### src/rtl/isoe_pkg.sv
package isoe_pkg;

  localparam int unsigned QueueDepth = 2;
  localparam int unsigned SecWidth   = 39;

  // Bounds of the seconds value for years 0000 through 9999 with any offset.
  localparam logic signed [SecWidth-1:0] SecMin = -39'sd62167305540;
  localparam logic signed [SecWidth-1:0] SecMax = 39'sd253402387139;

  localparam logic [7:0] ChZero  = 8'h30;
  localparam logic [7:0] ChNine  = 8'h39;
  localparam logic [7:0] ChSpace = 8'h20;
  localparam logic [7:0] ChTab   = 8'h09;
  localparam logic [7:0] ChCr    = 8'h0D;
  localparam logic [7:0] ChDash  = 8'h2D;
  localparam logic [7:0] ChPlus  = 8'h2B;
  localparam logic [7:0] ChColon = 8'h3A;
  localparam logic [7:0] ChTee   = 8'h54;
  localparam logic [7:0] ChZulu  = 8'h5A;

  localparam logic [4:0] LenZulu    = 5'd20;
  localparam logic [4:0] LenCompact = 5'd24;
  localparam logic [4:0] LenColon   = 5'd25;
  localparam logic [4:0] PosMax     = 5'd31;

  // One parsed timestamp. The year is kept as century and year of century.
  typedef struct packed {
    logic       fmt_ok;
    logic       zone;
    logic       neg;
    logic [6:0] century;
    logic [6:0] yy;
    logic [6:0] month;
    logic [6:0] day;
    logic [6:0] hour;
    logic [6:0] minute;
    logic [6:0] second;
    logic [6:0] off_hour;
    logic [6:0] off_minute;
  } isoe_rec_t;

  function automatic logic is_ws(input logic [7:0] c);
    return (c == ChSpace) || ((c >= ChTab) && (c <= ChCr));
  endfunction

  function automatic logic is_digit(input logic [7:0] c);
    return (c >= ChZero) && (c <= ChNine);
  endfunction

  // Accumulates one decimal digit; the value before is at most 9.
  function automatic logic [6:0] dec_acc(input logic [6:0] v, input logic [7:0] c);
    logic [7:0] dig;
    dig = c - ChZero;
    return 7'(v * 7'd10) + dig[6:0];
  endfunction

  function automatic logic [4:0] month_len(input logic [6:0] month, input logic leap);
    logic [4:0] len;
    unique case (month)
      7'd1, 7'd3, 7'd5, 7'd7, 7'd8, 7'd10, 7'd12: len = 5'd31;
      7'd4, 7'd6, 7'd9, 7'd11:                    len = 5'd30;
      7'd2:                                       len = leap ? 5'd29 : 5'd28;
      default:                                    len = 5'd0;
    endcase
    return len;
  endfunction

  // Days from March 1 to the first of the month, in a year that starts in March.
  function automatic logic [8:0] march_offset(input logic [6:0] month);
    logic [8:0] days;
    unique case (month)
      7'd3:    days = 9'd0;
      7'd4:    days = 9'd31;
      7'd5:    days = 9'd61;
      7'd6:    days = 9'd92;
      7'd7:    days = 9'd122;
      7'd8:    days = 9'd153;
      7'd9:    days = 9'd184;
      7'd10:   days = 9'd214;
      7'd11:   days = 9'd245;
      7'd12:   days = 9'd275;
      7'd1:    days = 9'd306;
      7'd2:    days = 9'd337;
      default: days = 9'd0;
    endcase
    return days;
  endfunction

endpackage

### src/rtl/isoe_in_if.sv
interface isoe_in_if ();
  logic       valid;
  logic       ready;
  logic [7:0] char_in;
  logic       is_final;

  modport source (output valid, char_in, is_final, input ready);
  modport sink (input valid, char_in, is_final, output ready);
endinterface

### src/rtl/isoe_out_if.sv
interface isoe_out_if import isoe_pkg::*; ();
  logic                       valid;
  logic                       ready;
  logic                       ok;
  logic signed [SecWidth-1:0] epoch_seconds;

  modport source (output valid, ok, epoch_seconds, input ready);
  modport sink (input valid, ok, epoch_seconds, output ready);
endinterface

### src/rtl/iso_timestamp_to_epoch_seconds.sv
// Converts an RFC 3339 style timestamp, fed one byte per word, into Unix seconds.
// The parser takes one byte every clock cycle and keeps accepting bytes while
// earlier strings are still being converted; it stalls only when the queue of
// finished strings is full. The conversion unit works in three steps (date to
// day of era, day of era to day count, day count to seconds with the offset
// applied) and takes the next string from the queue only once the result word
// of the last one is registered. Whitespace around the text is ignored; a result
// with ok low carries zero seconds.
module iso_timestamp_to_epoch_seconds import isoe_pkg::*; #(
  parameter int unsigned QDepth = QueueDepth
) (
  input logic         clk_i,
  input logic         rst_ni,
  isoe_in_if.sink     in_i,
  isoe_out_if.source  out_o
);

  logic      accept, push, full, empty, pop;
  isoe_rec_t push_rec, head_rec;

  assign in_i.ready = !full;
  assign accept     = in_i.valid && !full;

  isoe_front u_front (
    .clk_i      (clk_i),
    .rst_ni     (rst_ni),
    .accept_i   (accept),
    .char_in_i  (in_i.char_in),
    .is_final_i (in_i.is_final),
    .push_o     (push),
    .rec_o      (push_rec)
  );

  isoe_fifo #(
    .Depth (QDepth)
  ) u_fifo (
    .clk_i   (clk_i),
    .rst_ni  (rst_ni),
    .push_i  (push),
    .rec_i   (push_rec),
    .full_o  (full),
    .pop_i   (pop),
    .empty_o (empty),
    .rec_o   (head_rec)
  );

  isoe_back u_back (
    .clk_i       (clk_i),
    .rst_ni      (rst_ni),
    .empty_i     (empty),
    .rec_i       (head_rec),
    .pop_o       (pop),
    .out_valid_o (out_o.valid),
    .out_ready_i (out_o.ready),
    .ok_o        (out_o.ok),
    .secs_o      (out_o.epoch_seconds)
  );

endmodule

### src/rtl/isoe_front.sv
module isoe_front import isoe_pkg::*; (
  input  logic       clk_i,
  input  logic       rst_ni,
  input  logic       accept_i,
  input  logic [7:0] char_in_i,
  input  logic       is_final_i,
  output logic       push_o,
  output isoe_rec_t  rec_o
);

  typedef enum logic [1:0] {PhLead, PhText, PhTrail} phase_e;

  phase_e     phase_q, phase_d;
  logic [4:0] pos_q, pos_d;
  logic [6:0] cent_q, cent_d, yy_q, yy_d, mon_q, mon_d, day_q, day_d;
  logic [6:0] hr_q, hr_d, min_q, min_d, sec_q, sec_d, oh_q, oh_d, om_q, om_d;
  logic       neg_q, neg_d, zone_q, zone_d, fail_q, fail_d, colon_q, colon_d;
  logic       take, dig, shape_ok;

  always_comb begin
    phase_d = phase_q;
    pos_d   = pos_q;
    cent_d  = cent_q;
    yy_d    = yy_q;
    mon_d   = mon_q;
    day_d   = day_q;
    hr_d    = hr_q;
    min_d   = min_q;
    sec_d   = sec_q;
    oh_d    = oh_q;
    om_d    = om_q;
    neg_d   = neg_q;
    zone_d  = zone_q;
    fail_d  = fail_q;
    colon_d = colon_q;
    take    = 1'b0;
    dig     = is_digit(char_in_i);

    if (is_ws(char_in_i)) begin
      if (phase_q == PhText) phase_d = PhTrail;
    end else if (phase_q != PhTrail) begin
      phase_d = PhText;
      take    = 1'b1;
    end else begin
      // Text after trailing whitespace means whitespace inside the text.
      fail_d = 1'b1;
    end

    if (take) begin
      unique case (pos_q)
        5'd0, 5'd1: begin
          if (dig) cent_d = dec_acc(cent_q, char_in_i); else fail_d = 1'b1;
        end
        5'd2, 5'd3: begin
          if (dig) yy_d = dec_acc(yy_q, char_in_i); else fail_d = 1'b1;
        end
        5'd4, 5'd7: begin
          if (char_in_i != ChDash) fail_d = 1'b1;
        end
        5'd5, 5'd6: begin
          if (dig) mon_d = dec_acc(mon_q, char_in_i); else fail_d = 1'b1;
        end
        5'd8, 5'd9: begin
          if (dig) day_d = dec_acc(day_q, char_in_i); else fail_d = 1'b1;
        end
        5'd10: begin
          if (char_in_i != ChTee) fail_d = 1'b1;
        end
        5'd11, 5'd12: begin
          if (dig) hr_d = dec_acc(hr_q, char_in_i); else fail_d = 1'b1;
        end
        5'd13, 5'd16: begin
          if (char_in_i != ChColon) fail_d = 1'b1;
        end
        5'd14, 5'd15: begin
          if (dig) min_d = dec_acc(min_q, char_in_i); else fail_d = 1'b1;
        end
        5'd17, 5'd18: begin
          if (dig) sec_d = dec_acc(sec_q, char_in_i); else fail_d = 1'b1;
        end
        5'd19: begin
          if (char_in_i == ChZulu) zone_d = 1'b1;
          else if (char_in_i == ChDash) neg_d = 1'b1;
          else if (char_in_i != ChPlus) fail_d = 1'b1;
        end
        5'd20, 5'd21: begin
          if (dig) oh_d = dec_acc(oh_q, char_in_i); else fail_d = 1'b1;
        end
        5'd22: begin
          if (char_in_i == ChColon) colon_d = 1'b1;
          else if (dig) om_d = dec_acc(om_q, char_in_i);
          else fail_d = 1'b1;
        end
        5'd23: begin
          if (dig) om_d = dec_acc(om_q, char_in_i); else fail_d = 1'b1;
        end
        5'd24: begin
          if (!colon_q) fail_d = 1'b1;
          else if (dig) om_d = dec_acc(om_q, char_in_i);
          else fail_d = 1'b1;
        end
        default: fail_d = 1'b1;
      endcase
      if (pos_q != PosMax) pos_d = pos_q + 5'd1;
    end
  end

  assign shape_ok = zone_d ? (pos_d == LenZulu)
                           : (((pos_d == LenCompact) && !colon_d) ||
                              ((pos_d == LenColon) && colon_d));

  always_comb begin
    rec_o.fmt_ok     = !fail_d && shape_ok;
    rec_o.zone       = zone_d;
    rec_o.neg        = neg_d;
    rec_o.century    = cent_d;
    rec_o.yy         = yy_d;
    rec_o.month      = mon_d;
    rec_o.day        = day_d;
    rec_o.hour       = hr_d;
    rec_o.minute     = min_d;
    rec_o.second     = sec_d;
    rec_o.off_hour   = oh_d;
    rec_o.off_minute = om_d;
  end

  assign push_o = accept_i && is_final_i;

  always_ff @(posedge clk_i or negedge rst_ni) begin
    if (!rst_ni) begin
      phase_q <= PhLead;
      pos_q   <= '0;
      cent_q  <= '0;
      yy_q    <= '0;
      mon_q   <= '0;
      day_q   <= '0;
      hr_q    <= '0;
      min_q   <= '0;
      sec_q   <= '0;
      oh_q    <= '0;
      om_q    <= '0;
      neg_q   <= 1'b0;
      zone_q  <= 1'b0;
      fail_q  <= 1'b0;
      colon_q <= 1'b0;
    end else if (accept_i && is_final_i) begin
      phase_q <= PhLead;
      pos_q   <= '0;
      cent_q  <= '0;
      yy_q    <= '0;
      mon_q   <= '0;
      day_q   <= '0;
      hr_q    <= '0;
      min_q   <= '0;
      sec_q   <= '0;
      oh_q    <= '0;
      om_q    <= '0;
      neg_q   <= 1'b0;
      zone_q  <= 1'b0;
      fail_q  <= 1'b0;
      colon_q <= 1'b0;
    end else if (accept_i) begin
      phase_q <= phase_d;
      pos_q   <= pos_d;
      cent_q  <= cent_d;
      yy_q    <= yy_d;
      mon_q   <= mon_d;
      day_q   <= day_d;
      hr_q    <= hr_d;
      min_q   <= min_d;
      sec_q   <= sec_d;
      oh_q    <= oh_d;
      om_q    <= om_d;
      neg_q   <= neg_d;
      zone_q  <= zone_d;
      fail_q  <= fail_d;
      colon_q <= colon_d;
    end
  end

endmodule

### src/rtl/isoe_fifo.sv
module isoe_fifo import isoe_pkg::*; #(
  parameter int unsigned Depth = QueueDepth
) (
  input  logic      clk_i,
  input  logic      rst_ni,
  input  logic      push_i,
  input  isoe_rec_t rec_i,
  output logic      full_o,
  input  logic      pop_i,
  output logic      empty_o,
  output isoe_rec_t rec_o
);

  localparam int unsigned PtrW = $clog2(Depth);
  localparam int unsigned CntW = $clog2(Depth + 1);

  isoe_rec_t       mem_q [Depth];
  logic [PtrW-1:0] wr_q, rd_q;
  logic [CntW-1:0] cnt_q;

  assign full_o  = (cnt_q == CntW'(Depth));
  assign empty_o = (cnt_q == '0);
  assign rec_o   = mem_q[rd_q];

  always_ff @(posedge clk_i) begin
    if (push_i) mem_q[wr_q] <= rec_i;
  end

  always_ff @(posedge clk_i or negedge rst_ni) begin
    if (!rst_ni) begin
      wr_q  <= '0;
      rd_q  <= '0;
      cnt_q <= '0;
    end else begin
      if (push_i) wr_q <= (wr_q == PtrW'(Depth - 1)) ? '0 : wr_q + 1'b1;
      if (pop_i) rd_q <= (rd_q == PtrW'(Depth - 1)) ? '0 : rd_q + 1'b1;
      if (push_i && !pop_i) cnt_q <= cnt_q + 1'b1;
      else if (pop_i && !push_i) cnt_q <= cnt_q - 1'b1;
    end
  end

endmodule

### src/rtl/isoe_back.sv
module isoe_back import isoe_pkg::*; (
  input  logic                       clk_i,
  input  logic                       rst_ni,
  input  logic                       empty_i,
  input  isoe_rec_t                  rec_i,
  output logic                       pop_o,
  output logic                       out_valid_o,
  input  logic                       out_ready_i,
  output logic                       ok_o,
  output logic signed [SecWidth-1:0] secs_o
);

  typedef enum logic [1:0] {BIdle, BDays, BSecs} bstate_e;

  bstate_e state_q;

  // Date stage, worked out from the head of the queue.
  logic              adj, borrow, leap, ok_d;
  logic signed [7:0] cent_adj;
  logic [6:0]        yy_adj;
  logic [1:0]        m4;
  logic [8:0]        yoe;
  logic [17:0]       doe_d;
  logic [12:0]       hm_d, ohm_d;

  logic              ok_q, neg_q;
  logic signed [5:0] era_q;
  logic [17:0]       doe_q;
  logic [12:0]       hm_q, ohm_q;
  logic [6:0]        sec_q;

  logic signed [23:0] days_d, days_q;
  logic [18:0]        tod_d, tod_q, offs_d, offs_q;
  logic signed [39:0] base, total;

  logic               out_valid_q, out_ok_q, emit;
  logic signed [SecWidth-1:0] out_secs_q;

  always_comb begin
    // The civil year starts in March, so January and February count with the year before.
    adj      = (rec_i.month <= 7'd2);
    borrow   = adj && (rec_i.yy == 7'd0);
    cent_adj = 8'(rec_i.century) - 8'(borrow);
    if (!adj) yy_adj = rec_i.yy;
    else if (rec_i.yy == 7'd0) yy_adj = 7'd99;
    else yy_adj = rec_i.yy - 7'd1;
    m4  = cent_adj[1:0];
    yoe = 9'(m4) * 9'd100 + 9'(yy_adj);
    doe_d = 18'(yoe) * 18'd365 + 18'(m4) * 18'd24 + 18'(yy_adj[6:2])
          + 18'(march_offset(rec_i.month)) + 18'(rec_i.day) - 18'd1;

    leap = (rec_i.yy == 7'd0) ? (rec_i.century[1:0] == 2'd0) : (rec_i.yy[1:0] == 2'd0);
    ok_d = rec_i.fmt_ok && (rec_i.month >= 7'd1) && (rec_i.month <= 7'd12) &&
           (rec_i.day >= 7'd1) && (rec_i.day <= 7'(month_len(rec_i.month, leap))) &&
           (rec_i.hour <= 7'd23) && (rec_i.minute <= 7'd59) && (rec_i.second <= 7'd59) &&
           (rec_i.zone || ((rec_i.off_hour <= 7'd23) && (rec_i.off_minute <= 7'd59)));

    hm_d  = 13'(rec_i.hour) * 13'd60 + 13'(rec_i.minute);
    ohm_d = rec_i.zone ? 13'd0 : 13'(rec_i.off_hour) * 13'd60 + 13'(rec_i.off_minute);
  end

  always_comb begin
    days_d = 24'($signed(era_q) * 24'sd146097) + $signed({6'b0, doe_q}) - 24'sd719468;
    tod_d  = 19'(hm_q) * 19'd60 + 19'(sec_q);
    offs_d = 19'(ohm_q) * 19'd60;
  end

  always_comb begin
    base  = 40'($signed(days_q) * 40'sd86400) + $signed({21'b0, tod_q});
    total = neg_q ? base + $signed({21'b0, offs_q}) : base - $signed({21'b0, offs_q});
  end

  assign pop_o = (state_q == BIdle) && !empty_i;
  assign emit  = (state_q == BSecs) && (!out_valid_q || out_ready_i);

  always_ff @(posedge clk_i) begin
    if (pop_o) begin
      ok_q  <= ok_d;
      neg_q <= rec_i.neg;
      era_q <= cent_adj[7:2];
      doe_q <= doe_d;
      hm_q  <= hm_d;
      sec_q <= rec_i.second;
      ohm_q <= ohm_d;
    end
    if (state_q == BDays) begin
      days_q <= days_d;
      tod_q  <= tod_d;
      offs_q <= offs_d;
    end
  end

  always_ff @(posedge clk_i or negedge rst_ni) begin
    if (!rst_ni) begin
      state_q     <= BIdle;
      out_valid_q <= 1'b0;
      out_ok_q    <= 1'b0;
      out_secs_q  <= '0;
    end else begin
      if (emit) begin
        out_valid_q <= 1'b1;
        out_ok_q    <= ok_q;
        out_secs_q  <= ok_q ? total[SecWidth-1:0] : '0;
      end else if (out_ready_i) begin
        out_valid_q <= 1'b0;
      end
      unique case (state_q)
        BIdle: begin
          if (!empty_i) state_q <= BDays;
        end
        BDays: state_q <= BSecs;
        BSecs: begin
          if (emit) state_q <= BIdle;
        end
        default: state_q <= BIdle;
      endcase
    end
  end

  assign out_valid_o = out_valid_q;
  assign ok_o        = out_ok_q;
  assign secs_o      = out_secs_q;

endmodule

### src/flat_wrapper.sv
// flat-port wrapper written by rule: the top's interface ports become plain ports
module iso_timestamp_to_epoch_seconds_flat import isoe_pkg::*;
#(
  parameter int unsigned QDepth = QueueDepth
)
  (clk_i, rst_ni, in_i_valid, in_i_char_in, in_i_is_final, in_i_ready, out_o_valid, out_o_ok, out_o_epoch_seconds, out_o_ready);
  isoe_in_if in_i_i ();
  isoe_out_if out_o_i ();
  input logic clk_i;
  input logic rst_ni;
  input wire logic [$bits(in_i_i.valid)-1:0] in_i_valid;
  input wire logic [$bits(in_i_i.char_in)-1:0] in_i_char_in;
  input wire logic [$bits(in_i_i.is_final)-1:0] in_i_is_final;
  output wire logic [$bits(in_i_i.ready)-1:0] in_i_ready;
  output wire logic [$bits(out_o_i.valid)-1:0] out_o_valid;
  output wire logic [$bits(out_o_i.ok)-1:0] out_o_ok;
  output wire logic [$bits(out_o_i.epoch_seconds)-1:0] out_o_epoch_seconds;
  input wire logic [$bits(out_o_i.ready)-1:0] out_o_ready;
  assign in_i_i.valid = in_i_valid;
  assign in_i_i.char_in = in_i_char_in;
  assign in_i_i.is_final = in_i_is_final;
  assign in_i_ready = in_i_i.ready;
  assign out_o_valid = out_o_i.valid;
  assign out_o_ok = out_o_i.ok;
  assign out_o_epoch_seconds = out_o_i.epoch_seconds;
  assign out_o_i.ready = out_o_ready;
  iso_timestamp_to_epoch_seconds #(.QDepth(QDepth)) u_core (.clk_i(clk_i), .rst_ni(rst_ni), .in_i(in_i_i), .out_o(out_o_i));
endmodule
### config.mk
export PLATFORM = sky130hd
export DESIGN_NAME = iso_timestamp_to_epoch_seconds_flat
export DESIGN_NICKNAME = d
export VERILOG_FILES = /design/src/rtl/isoe_pkg.sv /design/src/rtl/isoe_in_if.sv /design/src/rtl/isoe_out_if.sv /design/src/rtl/iso_timestamp_to_epoch_seconds.sv /design/src/rtl/isoe_front.sv /design/src/rtl/isoe_fifo.sv /design/src/rtl/isoe_back.sv /design/src/flat_wrapper.sv
export SDC_FILE = /design/constraint.sdc
export NUM_CORES = 2
export LEC_CHECK = 0
export BUFFER_PORTS_ARGS = -buffer_cell sky130_fd_sc_hd__buf_2
export CAP_MARGIN = 20
export CORE_UTILIZATION = 30
export DETAILED_ROUTE_END_ITERATION = 8
export GPL_TIMING_DRIVEN = 0
export PLACE_DENSITY = 0.52
export REMOVE_ABC_BUFFERS = 1
export SETUP_SLACK_MARGIN = 0.05
export SLEW_MARGIN = 20
export SYNTH_ARGS = -nofsm -noshare
export SYNTH_HDL_FRONTEND = slang
export SYNTH_SLANG_ARGS = --single-unit
### constraint.sdc
create_clock -name clk_i -period 9.48 [get_ports clk_i]
set_input_delay 0.948 -clock clk_i [delete_from_list [all_inputs] [get_ports clk_i]]
set_output_delay 0.948 -clock clk_i [all_outputs]
set_load 0.02 [all_outputs]
==> Word level (Yosys, flattened, before mapping) <==
Memories as Yosys holds them, arrays and structs flattened.
Index checks and enable logic that the tools add are counted.
Widths: inputs -> output; s select.
{ "classes": {"multipliers": 18, "n_lt_le_gt_ge": 14, "n_eq_ne": 56, "reduce_logical": 58, "add_sub_neg": 31, "n_mux": 109} }
{ "op_table": {"columns": ["cell", "count"], "rows": [
  ["$mux 7", 48],
  ["$add 39x20->39", 2],
  ["$mux 39", 2],
  ["$add 7x7->7", 9],
  ["$mul 7x3->6 const B", 9],
  ["$eq 5x5->1 const B", 12],
  ["$mux 1", 41],
  ["$eq 5x4->1 const B", 8],
  ["$sub 39x20->39", 1],
  ["$add 18x7->18", 2],
  ["$eq 7x4->1 const B", 5],
  ["$mul 13x4->17 const B", 2],
  ["$mul 24x11->32 const B", 1],
  ["$eq 7x3->1 const B", 4],
  ["$add 13x7->13", 2],
  ["$add 24x19->24", 1],
  ["$eq 8x6->1 const B", 3],
  ["$mul 6x19->24 const B", 1],
  ["$ne 8x6->1 const B", 3],
  ["$sub 24x21->24 const B", 1],
  ["$mul 7x4->11 const B", 2],
  ["$le 7x6->1 const B", 3],
  ["$logic_and 1x1->1", 21],
  ["$pmux 7 s3", 1],
  ["other kinds (56)", 102]
]} }
{ "word_totals": {"ram_bits": 132, "memories": 2, "output_inout_bits": 42, "regBits": 240, "mem_bits_ro": 144, "wordCells": 320} }
{ "mem_list": {"columns": ["memory", "words", "word_bits", "rd", "rd_clocked_by_memory_dff", "write_ports", "line_no", "text"], "rows": [
  ["(no name shown)", 16, 9, 1, 0, 0, "isoe_pkg.sv:71", "unique case (month)"],
  ["u_core.u_fifo.mem_q", 2, 66, 1, 0, 1, "isoe_fifo.sv:17", "isoe_rec_t mem_q [Depth];"]
]} }

==> Longest topological paths before layout <==
An unclocked memory read counts as a cell.
{ "depth": {"ltp_word": 12, "ltp_mapped": 37} }

==> Modules after synthesis <==
A second synthesis with hierarchy kept.
{ "hier_totals": {"cells_unflattened": 3391, "hier_area_um2": 35597.9} }
{ "modules_own_cells": {"columns": ["module", "seq_area_each_um2", "area_each_um2", "cells_each", "instances"], "rows": [
  ["isoe_back", 4649.5, 23377.4, 2388, 1],
  ["isoe_front", 1851.8, 7148.1, 780, 1],
  ["isoe_fifo", 4063.9, 5062.4, 221, 1],
  ["iso_timestamp_to_epoch_seconds", 0.0, 10.0, 2, 1]
]} }

==> Worst setup path before layout <==
OpenSTA, ideal clock, no wires.
{ "synth_timing": {"path_type": "reg-to-reg", "start": "reg u_core.u_fifo.rd_q", "end": "reg u_core.u_back.doe_q[17], data pin", "slack_ps": 715, "t_arrival_ps": 8496, "period_less_slack_ps": 8765, "setup_ps": 269, "stages_incl_launch_ff": 34, "path_cell_list": "dfrtp_1 > buf_4 > buf_6 > buf_2 > buf_1 > clkbuf_1 > mux2i_1 > ha_1 > inv_1 > ha_1 > inv_1 > fa_1 > xnor2_1 > inv_1 > fa_1 > inv_1 > fa_1 > ha_1 > fa_1 > fa_1 > fa_1 > inv_1 > fa_1 > nor2b_1 > o21ai_0 > a21boi_0 > o21ai_0 > a21boi_0 > o21ai_0 > a21boi_0 > o21ai_0 > a221oi_1 > or4_1 > nand3_1"} }
{ "synth_via": {"elab_chain_len": 12, "word_cells_on_any_way": 20, "classes_between": "add/sub: 8; mul: 3; order compare: 1; mux: 3; reduce/logical: 3; memory: 2"} }
{ "synth_lines": {"columns": ["item", "line_no", "text"], "rows": [
  ["start: declaration", "isoe_fifo.sv:18", "logic [PtrW-1:0] wr_q, rd_q;"],
  ["start signal: assignment", "isoe_fifo.sv:36", "if (pop_i) rd_q <= (rd_q == PtrW'(Depth - 1)) ? '0 : rd_q + 1'b1;"],
  ["$mem_v2 2x66 (*)", null, null],
  ["$le 7x2->1 / $logic_not 7->1 (equally long branches)", "isoe_back.sv:41, isoe_back.sv:42, isoe_back.sv:45", null],
  ["$logic_and 1x1->1", "isoe_back.sv:42", "borrow = adj && (rec_i.yy == 7'd0);"],
  ["$sub 7x1->8", "isoe_back.sv:43", "cent_adj = 8'(rec_i.century) - 8'(borrow);"],
  ["$mul 2x5->7", "isoe_back.sv:48", "yoe = 9'(m4) * 9'd100 + 9'(yy_adj);"],
  ["$add 9x7->9", "isoe_back.sv:48", null],
  ["$mul 9x9->18", "isoe_back.sv:49", "doe_d = 18'(yoe) * 18'd365 + 18'(m4) * 18'd24 + 18'(yy_adj[6:2])"],
  ["$add 18x7->18", "isoe_back.sv:49", null],
  ["$add 18x5->18", "isoe_back.sv:49", null],
  ["$add 18x9->18", "isoe_back.sv:50", "+ 18'(march_offset(rec_i.month)) + 18'(rec_i.day) - 18'd1;"],
  ["$add 18x7->18 (*)", "isoe_back.sv:50", null],
  ["$sub 18x1->18 (*)", "isoe_back.sv:50", null],
  ["net u_core.u_back.doe_d[17]", "isoe_back.sv:23", "logic [17:0] doe_d;"],
  ["end signal: assignment", "isoe_back.sv:81", "doe_q <= doe_d;"],
  ["end: declaration", "isoe_back.sv:28", "logic [17:0] doe_q;"]
]} }
Mark *: on every way through the listed nets, which the timed path passes. The rest lies on a longest branch.
A chain may end at the register's enable or synchronous reset.

==> Final worst setup path <==
Same ends and word-level chain as after synthesis.

==> results.py <==
metrics = {
    "synthesis": {
        "netlist_instances": 3351,
        "synth_top_cell_area_share": 0.2148,
        "yosys_most_used_dff": "edfxtp_1",
        "netlist_top_cells_count": "ha_1 (502), inv_1 (463), edfxtp_1 (251), fa_1 (245), a21oi_1 (214)",
        "synth_area_leader_cell": "edfxtp_1",
        "yosys_warnings": 0,
        "synth.distinct_cells": 92,
        "syn_area_mm2": 0.03509,
        "ys_ff_latch": 372,
        "synth.avg_cell_area_um2": 10.47,
        "yosysSeqAreaShare": 0.3011,
        "yosysMostFrequentCell": "ha_1",
        "synthArstFlopShare": 0.3253,
        "synth-edff-count": 251,
        "synthTopCellsByArea": "edfxtp_1 (21%), ha_1 (18%), fa_1 (14%), dfrtp_1 (8.6%), xnor2_1 (5.1%)",
    },
    "final_layout": {
        "fin_area_mm2": 0.03913,
        "area_delta_synth_final_pct": 11.52,
        "final_util": 0.3372,
        "fin_nets": 4168,
        "seq_area_mm2": 0.01057,
        "drive_gt1_frac": 0.08014,
        "insertedDiodeCount": 0,
        "nFillCells": 11790,
        "multi_input_area_mm2": 0.02267,
    },
    "global_route": {
        "first_global_vias": 23640,
        "grt_usage": 0.1286,
        "grt_overflow_total": 0,
        "antenna_found_initial": 1,
        "grt_pass1_wl_mm": 124.2,
        "grt_max_degree": 82,
    },
    "detailed_routing": {
        "wl_per_cell_um": 15.05,
        "via_per_inst": 4.681,
        "postRouteAntennaNets": 0,
        "drt-total-wl_mm": 74.78,
        "drc": 0,
        "drt_iter0_drc": 1044,
        "vias": 23250,
        "drt-pass1-iter-count": 6,
    },
    "placement": {
        "dp_hpwl_mm": 58.44,
        "postPlaceCellArea_mm2": 0.03735,
        "gp_congestion": 0.8359,
        "place_ws_ns": -1.013,
        "portBuffers": 54,
    },
    "critical_path": {
        "critPathArrivalTime_ns": 9.11,
        "crit_fanout": 24,
        "critPathLaunchType": "flip-flop",
        "cp_common_cell": "fa_1",
        "cp-end-kind": "flip-flop",
        "cp_slowest_stage_delay_ns": 0.57,
        "critPathRequiredTime_ns": 9.82,
        "critPathSlowestCell": "fa_1",
        "crit_type": "reg2reg",
    },
    "timing": {
        "tightest_slew_ns": 1.092,
        "fmaxAchievable_mhz": 114.0,
        "setup_tns_ns": 0,
        "post-route-period-util": 0.9252,
        "fin_crit_ns": 8.771,
        "rsz0062_at_grt": "false",
        "fin_skew_ns": 0.02349,
        "setup_ws_ns": 0.7091,
        "drv_slew": 0,
        "slew_headroom": 0.2720,
        "setup_viol": 0,
        "hold_viol": 0,
    },
    "clock_network": {
        "clk_path_buf_depth": 3,
        "numClockSinks": 372,
        "cts_buffers": 44,
        "worstSkewPairLatency_ns": 0.61,
        "root_buffer": "clkbuf_16",
        "cts_tree": "yes",
        "clk_pin_slew_worst_paths_ns": 0.06,
        "htree_levels": 2,
    },
    "floorplanning": {
        "dieWidth_um": 344.0,
        "ios": 55,
        "core_area_mm2": 0.1160,
        "die_h_um": 344.0,
        "rows": 125,
        "start_util": 0.3024,
        "dieArea_mm2": 0.1183,
    },
    "run_status": {
        "status": "finished, final reports clean",
    },
    "flow_run": {
        "cap_violations": 0,
    },
    "hold_path": {
        "hold_path_class": "in2async",
    },
}
## cell families (layout without fill, tap and decap cells)
kind of cell / count (synthesis) / after routing / share of synthesized area
xor gates and xnor gates: 292 / 292 / 0.07342
buffers and inverters: 531 / 624 / 0.05791
DFF: 372 / 372 / 0.3011
adders and majority gates: 747 / 747 / 0.3188
muxes: 109 / 109 / 0.03380
AOI/OAI and AO/OA: 691 / 691 / 0.1281
and+or+nand+nor: 609 / 609 / 0.08686
## final timing paths
check	startpoint	end	slack, ns	cells past startpoint
min in group clk_i	u_core.u_back.sec_q[0]	u_core.u_back.tod_q[0]	0.42	0
worst max register to register	u_core.u_fifo.rd_q	u_core.u_back.doe_q[17]	0.71	33
max in group asynchronous	rst_ni	u_core.u_front.yy_q[2]	8.43	2
worst min register to register	u_core.u_back.sec_q[0]	u_core.u_back.tod_q[0]	0.42	0
worst min-delay path	rst_ni	u_core.u_back.secs_o[3]	0.24	1
worst max-delay path	u_core.u_fifo.rd_q	u_core.u_back.doe_q[17]	0.71	33
## cell usage in the layout, fill, tap and decap left out, drive strengths merged, types with 16 or more instances in the layout
master    n
dfrtp   121
a21o     70
and3     22
o21a     19
inv     465
clkbuf   61
o21bai   33
o31ai    16
nand2b   30
o21ai   139
buf      77
a31oi    24
a22o     63
nand4    18
a21oi   215
mux2i    33
a211oi   29
edfxtp  251
nor2b    37
xnor2   203
nand2   167
xor2     89
fa      245
nand3    46
and2     19
nor2    164
mux2     76
ha      502
nor3     51
## repair_timing
action / CTS / global route
hold buffers: 0 / 0
hold endpoints to repair: 0 / 0
resized for setup: 12 / 13
pin swaps: 2 / 4
gates cloned: 0 / 1
buffers inserted: 2 / 7
setup endpoints to repair: 7 / 5
## sequential cells by signal, summed over array words and instances, names as in the netlist, 5 cells and up
| register | flops |
|---|---|
| u_core.u_back.days_q | 24 |
| u_core.u_back.doe_q | 18 |
| u_core.u_back.era_q | 6 |
| u_core.u_back.hm_q | 13 |
| u_core.u_back.offs_q | 17 |
| u_core.u_back.ohm_q | 13 |
| u_core.u_back.sec_q | 7 |
| u_core.u_back.secs_o | 39 |
| u_core.u_back.tod_q | 19 |
| u_core.u_fifo.mem_q | 132 |
| u_core.u_front.cent_q | 7 |
| u_core.u_front.day_q | 7 |
| u_core.u_front.hr_q | 7 |
| u_core.u_front.min_q | 7 |
| u_core.u_front.mon_q | 7 |
| u_core.u_front.oh_q | 7 |
| u_core.u_front.om_q | 7 |
| u_core.u_front.pos_q | 5 |
| u_core.u_front.sec_q | 7 |
| u_core.u_front.yy_q | 7 |
## per-layer routing
| layer | vias to the layer above | global-route usage | share of wire |
|---|---|---|---|
| li1 | 11770 | - | - |
| met4 | 2 | 0.03254 | 0.020 |
| met2 | 258 | 0.2129 | 0.46 |
| met3 | 80 | 0.01714 | 0.028 |
| met5 | - | 0 | 0.00011 |
| met1 | 11150 | 0.1763 | 0.49 |
## stage by stage
step / hold slack (ns) / cells
2_1_floorplan: 0.4003 / 3284
3_3_place_gp: 0.4027 / 4862
3_5_place_dp: 0.4045 / 4875
4_1_cts: 0.2103 / 4959
5_1_grt: 0.2364 / 4968
6_report: 0.2402 / 4968
## layout make-up
cell class / count / share of cell area
Tap cell: 1524 / 0.04873
Inverter: 464 / 0.04464
Clock buffer: 60 / 0.03047
Clock inverter: 22 / 0.008729
Sequential cell: 372 / 0.2701
Timing Repair Buffer: 78 / 0.01810
Multi-Input combinational cell: 2448 / 0.5792
## worst max-delay path: cells and delay by family (launching register included)
family                     cells  cell delay (ns)
adders and majority gates     10             4.21
AOI/OAI and AO/OA             10             1.88
and+or+nand+nor                5             0.87
buffers and inverters          7             0.73
DFF                            1             0.54
xor gates and xnor gates       1             0.22
Power is left out: the tool's default activity adds up to more than one toggle a clock period on the data nets, which glitch-free logic cannot reach.
